**src/design/scft_pkg.sv**
```systemverilog
package scft_pkg;
  localparam int FRAME_COUNT = 64;
  localparam int FRAME_BITS = $clog2(FRAME_COUNT);
  localparam int COUNT_BITS = $clog2(FRAME_COUNT + 1);
  localparam int OWNER_BITS = 8;
  localparam int PAGE_BITS = 20;

  typedef enum logic [1:0] {
    MODE_ALLOC  = 2'd0,
    MODE_ACCESS = 2'd1,
    MODE_FREE   = 2'd2,
    MODE_NONE   = 2'd3
  } mode_e;

  typedef enum logic [1:0] {
    ST_OK       = 2'd0,
    ST_NOT_RES  = 2'd1,
    ST_NO_FRAME = 2'd2
  } status_e;

  typedef enum logic [3:0] {
    S_IDLE,
    S_SCAN_RD,
    S_SCAN_CHK,
    S_VICT_RD,
    S_VICT_GET,
    S_SHIFT_RD,
    S_SHIFT_WR,
    S_FIND_RD,
    S_FIND_CHK,
    S_APPEND,
    S_OUT
  } state_e;

  typedef struct packed {
    logic [1:0]            mode;
    logic [OWNER_BITS-1:0] owner_id;
    logic [PAGE_BITS-1:0]  virtual_page;
    logic                  page_swap_backed;
    logic [5:0]            frame_number;
    logic                  is_write;
  } req_t;

  typedef struct packed {
    logic [1:0]            status;
    logic [5:0]            granted_frame;
    logic                  evicted;
    logic [OWNER_BITS-1:0] victim_owner;
    logic [PAGE_BITS-1:0]  victim_page;
    logic                  victim_swap_out;
  } rsp_t;
endpackage

```
**src/design/scft_if.sv**
```systemverilog
interface scft_req_if;
  logic valid;
  logic ready;
  scft_pkg::req_t data;
  modport source (output valid, output data, input ready);
  modport sink (input valid, input data, output ready);
endinterface

interface scft_rsp_if;
  logic valid;
  logic ready;
  scft_pkg::rsp_t data;
  modport source (output valid, output data, input ready);
  modport sink (input valid, input data, output ready);
endinterface

```
**src/design/second_chance_frame_table_top.sv**
```systemverilog
// Frame table with second-chance replacement. One request at a time: access
// and not-resident requests check the frame's in-use bit, allocate takes a
// free frame when there is one, free searches the age order for the frame and
// then shifts the later entries down, and an eviction scans the age-order
// memory, up to two passes, then closes the gap, one memory access per step.
// Marks and in-use bits are flip-flops cleared by reset; tags and age order
// are in memories with a registered read.
module second_chance_frame_table_top (
  input  logic clk_i,
  input  logic rst_ni,
  scft_req_if.sink   req,
  scft_rsp_if.source rsp
);
  localparam int FB = scft_pkg::FRAME_BITS;
  localparam int CB = scft_pkg::COUNT_BITS;

  logic [FB-1:0] age_mem [scft_pkg::FRAME_COUNT];
  logic [scft_pkg::OWNER_BITS-1:0] own_mem [scft_pkg::FRAME_COUNT];
  logic [scft_pkg::PAGE_BITS-1:0] page_mem [scft_pkg::FRAME_COUNT];

  logic [scft_pkg::FRAME_COUNT-1:0] use_q, use_d, acc_q, acc_d, dirty_q, dirty_d;
  logic [scft_pkg::FRAME_COUNT-1:0] sb_q, sb_d;
  logic [CB-1:0] cnt_q, cnt_d, pos_q, pos_d;
  logic pass2_q, pass2_d;
  logic [FB-1:0] frame_q, frame_d;
  scft_pkg::state_e st_q, st_d;
  scft_pkg::req_t r_q, r_d;
  scft_pkg::rsp_t o_q, o_d;

  logic age_we;
  logic [FB-1:0] age_wa, age_wd, age_ra, age_rd_q;
  logic [scft_pkg::OWNER_BITS-1:0] own_rd_q;
  logic [scft_pkg::PAGE_BITS-1:0] page_rd_q;
  logic tag_we;

  logic free_found;
  logic [FB-1:0] free_idx;
  always_comb begin
    free_found = 1'b0;
    free_idx = '0;
    for (int i = scft_pkg::FRAME_COUNT - 1; i >= 0; i--) begin
      if (!use_q[i]) begin
        free_found = 1'b1;
        free_idx = FB'(i);
      end
    end
  end

  logic fn_ok;
  assign fn_ok = ({26'd0, r_q.frame_number} < 32'(scft_pkg::FRAME_COUNT)) &&
                 use_q[FB'(r_q.frame_number)];

  always_ff @(posedge clk_i) begin
    if (age_we) age_mem[age_wa] <= age_wd;
    age_rd_q <= age_mem[age_ra];
    if (tag_we) begin
      own_mem[frame_q] <= r_q.owner_id;
      page_mem[frame_q] <= r_q.virtual_page;
    end
    own_rd_q <= own_mem[frame_q];
    page_rd_q <= page_mem[frame_q];
  end

  always_ff @(posedge clk_i or negedge rst_ni) begin
    if (!rst_ni) begin
      st_q <= scft_pkg::S_IDLE;
      use_q <= '0;
      acc_q <= '0;
      dirty_q <= '0;
      sb_q <= '0;
      cnt_q <= '0;
      pos_q <= '0;
      pass2_q <= 1'b0;
    end else begin
      st_q <= st_d;
      use_q <= use_d;
      acc_q <= acc_d;
      dirty_q <= dirty_d;
      sb_q <= sb_d;
      cnt_q <= cnt_d;
      pos_q <= pos_d;
      pass2_q <= pass2_d;
    end
  end

  always_ff @(posedge clk_i) begin
    r_q <= r_d;
    o_q <= o_d;
    frame_q <= frame_d;
  end

  assign req.ready = (st_q == scft_pkg::S_IDLE);
  assign rsp.valid = (st_q == scft_pkg::S_OUT);
  assign rsp.data = o_q;

  always_comb begin
    st_d = st_q;
    use_d = use_q;
    acc_d = acc_q;
    dirty_d = dirty_q;
    sb_d = sb_q;
    cnt_d = cnt_q;
    pos_d = pos_q;
    pass2_d = pass2_q;
    r_d = r_q;
    o_d = o_q;
    frame_d = frame_q;
    age_we = 1'b0;
    age_wa = pos_q[FB-1:0];
    age_wd = age_rd_q;
    age_ra = pos_q[FB-1:0];
    tag_we = 1'b0;
    unique case (st_q)
      scft_pkg::S_IDLE: begin
        if (req.valid) begin
          r_d = req.data;
          o_d = '0;
          pos_d = '0;
          pass2_d = 1'b0;
          st_d = scft_pkg::S_FIND_CHK;
          unique case (scft_pkg::mode_e'(req.data.mode))
            scft_pkg::MODE_ALLOC: st_d = scft_pkg::S_SCAN_RD;
            scft_pkg::MODE_ACCESS, scft_pkg::MODE_FREE: st_d = scft_pkg::S_FIND_RD;
            default: st_d = scft_pkg::S_OUT;
          endcase
        end
      end
      scft_pkg::S_SCAN_RD: begin
        if (pos_q == '0 && free_found) begin
          frame_d = free_idx;
          st_d = scft_pkg::S_APPEND;
        end else if (pos_q == '0 && (cnt_q == '0)) begin
          o_d.status = scft_pkg::ST_NO_FRAME;
          st_d = scft_pkg::S_OUT;
        end else if (pos_q == cnt_q) begin
          pos_d = '0;
          pass2_d = 1'b1;
          st_d = scft_pkg::S_VICT_RD;
        end else begin
          st_d = scft_pkg::S_SCAN_CHK;
        end
      end
      scft_pkg::S_SCAN_CHK: begin
        if (!acc_q[age_rd_q]) begin
          frame_d = age_rd_q;
          st_d = scft_pkg::S_VICT_GET;
        end else begin
          acc_d[age_rd_q] = 1'b0;
          pos_d = pos_q + 1'b1;
          st_d = scft_pkg::S_SCAN_RD;
        end
      end
      scft_pkg::S_VICT_RD: st_d = scft_pkg::S_SCAN_CHK;
      scft_pkg::S_VICT_GET: begin
        // tag read of frame_q issues now and lands in the first shift read
        st_d = scft_pkg::S_SHIFT_RD;
        o_d.evicted = 1'b1;
        o_d.victim_swap_out = dirty_q[frame_q] | sb_q[frame_q];
        use_d[frame_q] = 1'b0;
        pos_d = pos_q + 1'b1;
      end
      scft_pkg::S_SHIFT_RD: begin
        if (o_q.evicted && o_q.victim_owner == '0 && o_q.victim_page == '0) begin
          o_d.victim_owner = own_rd_q;
          o_d.victim_page = page_rd_q;
        end
        if (pos_q >= cnt_q) begin
          cnt_d = cnt_q - 1'b1;
          st_d = (scft_pkg::mode_e'(r_q.mode) == scft_pkg::MODE_ALLOC) ?
                 scft_pkg::S_APPEND : scft_pkg::S_OUT;
        end else begin
          st_d = scft_pkg::S_SHIFT_WR;
        end
      end
      scft_pkg::S_SHIFT_WR: begin
        age_we = 1'b1;
        age_wa = FB'(pos_q - 1'b1);
        pos_d = pos_q + 1'b1;
        age_ra = FB'(pos_q + 1'b1);
        st_d = scft_pkg::S_SHIFT_RD;
      end
      scft_pkg::S_FIND_RD: begin
        if (!fn_ok) begin
          o_d.status = scft_pkg::ST_NOT_RES;
          st_d = scft_pkg::S_OUT;
        end else if (scft_pkg::mode_e'(r_q.mode) == scft_pkg::MODE_ACCESS) begin
          acc_d[FB'(r_q.frame_number)] = 1'b1;
          if (r_q.is_write) dirty_d[FB'(r_q.frame_number)] = 1'b1;
          st_d = scft_pkg::S_OUT;
        end else begin
          use_d[FB'(r_q.frame_number)] = 1'b0;
          acc_d[FB'(r_q.frame_number)] = 1'b0;
          dirty_d[FB'(r_q.frame_number)] = 1'b0;
          sb_d[FB'(r_q.frame_number)] = 1'b0;
          st_d = scft_pkg::S_FIND_CHK;
        end
      end
      scft_pkg::S_FIND_CHK: begin
        if (pos_q >= cnt_q) begin
          st_d = scft_pkg::S_OUT;
        end else if (age_rd_q == FB'(r_q.frame_number)) begin
          pos_d = pos_q + 1'b1;
          age_ra = FB'(pos_q + 1'b1);
          st_d = scft_pkg::S_SHIFT_RD;
        end else begin
          pos_d = pos_q + 1'b1;
          age_ra = FB'(pos_q + 1'b1);
        end
      end
      scft_pkg::S_APPEND: begin
        age_we = 1'b1;
        age_wa = cnt_q[FB-1:0];
        age_wd = frame_q;
        tag_we = 1'b1;
        cnt_d = cnt_q + 1'b1;
        use_d[frame_q] = 1'b1;
        acc_d[frame_q] = 1'b0;
        dirty_d[frame_q] = 1'b0;
        sb_d[frame_q] = r_q.page_swap_backed;
        o_d.granted_frame = 6'(frame_q);
        st_d = scft_pkg::S_OUT;
      end
      scft_pkg::S_OUT: begin
        if (rsp.ready) st_d = scft_pkg::S_IDLE;
      end
      default: st_d = scft_pkg::S_IDLE;
    endcase
  end

  assert property (@(posedge clk_i) disable iff (!rst_ni)
    cnt_q <= CB'(scft_pkg::FRAME_COUNT))
    else $error("resident count overflow");
  assert property (@(posedge clk_i) disable iff (!rst_ni)
    (st_q == scft_pkg::S_OUT && !rsp.ready) |=> $stable(o_q))
    else $error("result changed while stalled");
  assert property (@(posedge clk_i) disable iff (!rst_ni)
    (st_q == scft_pkg::S_APPEND) |=> use_q[$past(frame_q)])
    else $error("granted frame not marked in use");
endmodule
```
**src/flat_wrapper.sv**
```systemverilog
// flat-port wrapper written by rule: the top's interface ports become plain ports
module second_chance_frame_table_top_flat 
  (clk_i, rst_ni, req_valid, req_data, req_ready, rsp_valid, rsp_data, rsp_ready);
  scft_req_if req_i ();
  scft_rsp_if rsp_i ();
  input  logic clk_i;
  input  logic rst_ni;
  input wire logic [$bits(req_i.valid)-1:0] req_valid;
  input wire logic [$bits(req_i.data)-1:0] req_data;
  output wire logic [$bits(req_i.ready)-1:0] req_ready;
  output wire logic [$bits(rsp_i.valid)-1:0] rsp_valid;
  output wire logic [$bits(rsp_i.data)-1:0] rsp_data;
  input wire logic [$bits(rsp_i.ready)-1:0] rsp_ready;
  assign req_i.valid = req_valid;
  assign req_i.data = req_data;
  assign req_ready = req_i.ready;
  assign rsp_valid = rsp_i.valid;
  assign rsp_data = rsp_i.data;
  assign rsp_i.ready = rsp_ready;
  second_chance_frame_table_top u_core (.clk_i(clk_i), .rst_ni(rst_ni), .req(req_i), .rsp(rsp_i));
endmodule
```
**config.mk**
```make
export PLATFORM = sky130hd
export DESIGN_NAME = second_chance_frame_table_top_flat
export DESIGN_NICKNAME = d
export VERILOG_FILES = /design/src/design/scft_pkg.sv /design/src/design/scft_if.sv /design/src/design/second_chance_frame_table_top.sv /design/src/flat_wrapper.sv
export SDC_FILE = /design/constraint.sdc
export NUM_CORES = 2
export LEC_CHECK = 0
export ABC_AREA = 1
export BUFFER_PORTS_ARGS = -buffer_cell sky130_fd_sc_hd__buf_2
export CAP_MARGIN = 40
export CORE_MARGIN = 10
export CORE_UTILIZATION = 44
export DETAILED_ROUTE_END_ITERATION = 10
export HOLD_SLACK_MARGIN = 0.06
export PLACE_DENSITY = 0.57
export SKIP_LAST_GASP = 1
export SYNTH_ARGS = -nofsm -noshare
export SYNTH_HDL_FRONTEND = slang
export SYNTH_SLANG_ARGS = --single-unit
```
**constraint.sdc**
```tcl
create_clock -name clk_i -period 6.9 [get_ports clk_i]
set_clock_uncertainty 0.05 [all_clocks]
set_input_delay 2.07 -clock clk_i [delete_from_list [all_inputs] [get_ports clk_i]]
set_output_delay 2.07 -clock clk_i [all_outputs]
set_load 0.005 [all_outputs]
```
==> impl_metrics.py <==
metrics = {
    "finish": {
        "stdcell_count": 11161,
        "fin_nets": 7992,
        "seq_area_um2": 75300,
        "layout-drive-gt1-share": 0.115,
        "fill_cells": 19662,
        "multi_input_area_um2": 23800,
        "area_delta_synth_final_pct": 14.4,
    },
    "logic_synthesis": {
        "synth-edff-count": 2258,
        "synth_ff_type": "edfxtp_1",
        "netlist_area_um2": 102000,
        "synth.avg_cell_area_um2": 13.1,
        "ys_ff_latch": 2566,
        "synthTopCellsByArea": "edfxtp_1, dfrtp_1, nand2_1, nor2_1, a221oi_1",
        "netlist_instances": 7749,
        "yosys_warnings": 0,
        "synth_top_cell_by_area": "edfxtp_1",
        "yosysMostFrequentCell": "edfxtp_1",
        "synth_common_cells": "edfxtp_1, nand2_1, nor2_1",
        "syn_nets": 7813,
        "synthArstFlopShare": 0.107,
        "synth_top_area_frac": 0.667,
        "ys_seq_area_frac": 0.741,
        "yosysUniqueCellTypes": 53,
    },
    "detailed_routing": {
        "wl_mm": 337,
        "vias_per_cell": 6.23,
        "drt_iter0_drc": 9524,
        "wl_per_cell_um": 30.2,
        "ant_nets": 0,
        "first_pass_iters": 6,
        "drc": 0,
        "vias": 69492,
    },
    "clock_network": {
        "cts_setup_buffers": 0,
        "cts_buffer_depth": 4,
        "cts_resized": 0,
        "cts_tree": "built",
        "root_buffer": "clkbuf_16",
        "cts_sinks": 2566,
        "cts_buffers": 288,
        "clk_latency_ns": 0.95,
        "postCtsHoldBufs": 0,
        "clk_pin_slew_worst_paths_ns": 0.06,
        "htree_levels": 5,
    },
    "sta": {
        "rsz0062_at_grt": "false",
        "worstMarginPinSlew_ns": 0.985,
        "final-setup-viol-count": 0,
        "finalSetupTns_ns": 0,
        "finalCritPeriodShare": 0.706,
        "relSlewSlack": 0.343,
        "finalHoldViolations": 0,
        "period_minus_slack_ns": 4.87,
        "fmax_ghz": 0.205,
        "drv_slew": 0,
    },
    "placed_design": {
        "place.port_buffers": 81,
        "dp.cells": 10662,
        "globalplace.congestion": 0.992,
        "dp_hpwl_mm": 193,
    },
    "power": {
        "powerDensity_nw_per_um2": 396,
        "p_leak_nw": 38.6,
        "ir_worst_vdd_mv": 0.301,
    },
    "grt": {
        "grt_start_max_net_pins": 159,
        "first_global_vias": 66843,
        "grt_overflow": 0,
        "grt_use_total": 0.260,
        "grt_pass1_wl_mm": 483,
        "antenna_found_initial": 5,
    },
    "die": {
        "fp.dieH_um": 501,
        "placement_rows": 176,
        "ios": 82,
        "die_width_um": 501,
        "core_area_um2": 230000,
        "start_util": 0.442,
        "die_area_um2": 251000,
    },
    "setup_path": {
        "reg2reg_to": "u_core.age_rd_q[2]",
        "reg2reg_from": "u_core.cnt_q[1]",
        "crit_type": "reg2reg",
        "critPathRequiredTime_ns": 7.64,
        "worstPathMaxFanout": 102,
        "critPathArrivalTime_ns": 5.61,
        "crit_start": "u_core.cnt_q[1]",
        "reg2regPathDepth": 19,
        "timing.critical_path.to": "u_core.age_rd_q[2]",
        "critPathLaunchType": "flop",
        "r2r_setup_slack_ns": 2.03,
        "end_kind": "flop",
    },
    "outcome": {
        "status": "completed",
    },
    "job": {
        "maxCapViolCount": 0,
    },
    "worst_hold_path": {
        "hp-class": "reg2reg",
    },
}
[report_power, final]
part | internal [W] | leakage (nW) | switching (W)
combinational | 0.00320 | 9.94 | 0.00885
sequential | 0.0185 | 24.2 | 0.000644
clock | 0.00878 | 4.43 | 0.00609
[cell type report]
| cell class | instances | share of cell area |
|---|---|---|
| Antenna cell | 2 | 0.0000430 |
| Clock buffer | 377 | 0.0679 |
| Clock inverter | 118 | 0.00944 |
| Inverter | 429 | 0.0141 |
| Multi-Input combinational cell | 4321 | 0.205 |
| Sequential cell | 2566 | 0.647 |
| Tap cell | 3026 | 0.0325 |
| Timing Repair Buffer | 322 | 0.0237 |
[per-layer routing]
layer	vias to the layer above	global-route usage	wire length, µm	share of wire
li1	29601	-	-	-
met1	35358	0.373	140000	0.42
met2	3819	0.399	152000	0.45
met3	714	0.0442	31200	0.092
met4	0	0.0974	14100	0.042
met5	-	0	0	0
[worst min-delay path by stage]
stage	startpoint	to	slack (ns)	depth (start not counted)
final	flop	flop	0.43	2
after CTS	flop	flop	0.42	2
after floorplan	flop	flop	0.39	2
after global placement	flop	flop	0.41	2
after global routing	flop	flop	0.45	2
after detailed placement	flop	flop	0.41	2
[through the flow]
step           area (µm²)   util  hold slack, ns  setup slack (ns)  power, W
2_1_floorplan      102000      -           0.386              1.88    0.0259
3_3_place_gp       107000  0.465           0.408              1.73    0.0311
3_5_place_dp       107000  0.467           0.412              2.14    0.0313
4_1_cts            116000  0.506           0.425              2.07    0.0460
5_1_grt            116000  0.506           0.452              1.66    0.0476
6_report           116000  0.506           0.427              2.03    0.0460
[registers in the layout, indices dropped and copies added, names as in the netlist, named ones only]
| signal | cells |
|---|---|
| u_core.page_mem | 1280 |
| u_core.own_mem | 512 |
| u_core.age_mem | 384 |
| u_core.sb_q | 64 |
| u_core.use_q | 64 |
| u_core.r_q | 38 |
| u_core.rsp.data | 38 |
| u_core.page_rd_q | 20 |
| u_core.own_rd_q | 8 |
| u_core.cnt_q | 7 |
| u_core.pos_q | 7 |
| u_core.age_rd_q | 6 |
| u_core.frame_q | 6 |
| u_core.st_q | 4 |
[logic make-up (layout without fill, tap and decap cells)]
kind of cell	after synthesis	in the layout	share of synthesized area
compound gates	1849	1849	0.125
xor+xnor	8	8	0.000689
fa+ha+maj	22	22	0.00278
buf+inv	862	1246	0.0318
flops	2566	2566	0.741
mux	3	3	0.000332
other cells	0	2	0
simple gates	2439	2439	0.0990
[cells in the final DEF (no fill, tap or decap), drive strengths merged, types with 9 or more instances in the layout]
master,count
o31ai,27
edfxtp,2258
bufinv,20
nand3,129
dfxtp,34
a32oi,30
a211oi,10
nand2,1129
buf,321
a21oi,138
inv,428
ha,21
a221oi,259
clkinv,95
nor2,864
nand4,247
o221ai,38
clkbuf,378
o2111ai,31
a22o,197
a22oi,270
o211ai,53
nor3,43
o22ai,89
nor4,15
o21ai,569
a2111o,9
dfrtp,274
a31oi,84
[worst max-delay path: stages, from the launching register on]
cell and delay (ns):
dfrtp_1 0.47, inv_1 0.10, ha_1 0.28, nand2_1 0.06, nor4_1 0.42, inv_1 0.15, nand3_1 0.21, nor2_1 0.11
nor2_1 0.53, inv_2 0.17, nand3_1 0.16, nand2_4 0.10, inv_4 0.34, buf_12 0.43, o21ai_0 0.14, o221ai_1 0.24
o211ai_1 0.16, o21ai_1 0.14, o211ai_1 0.15, nand2_1 0.23
Note: power is estimated with default switching activity, not from simulation.
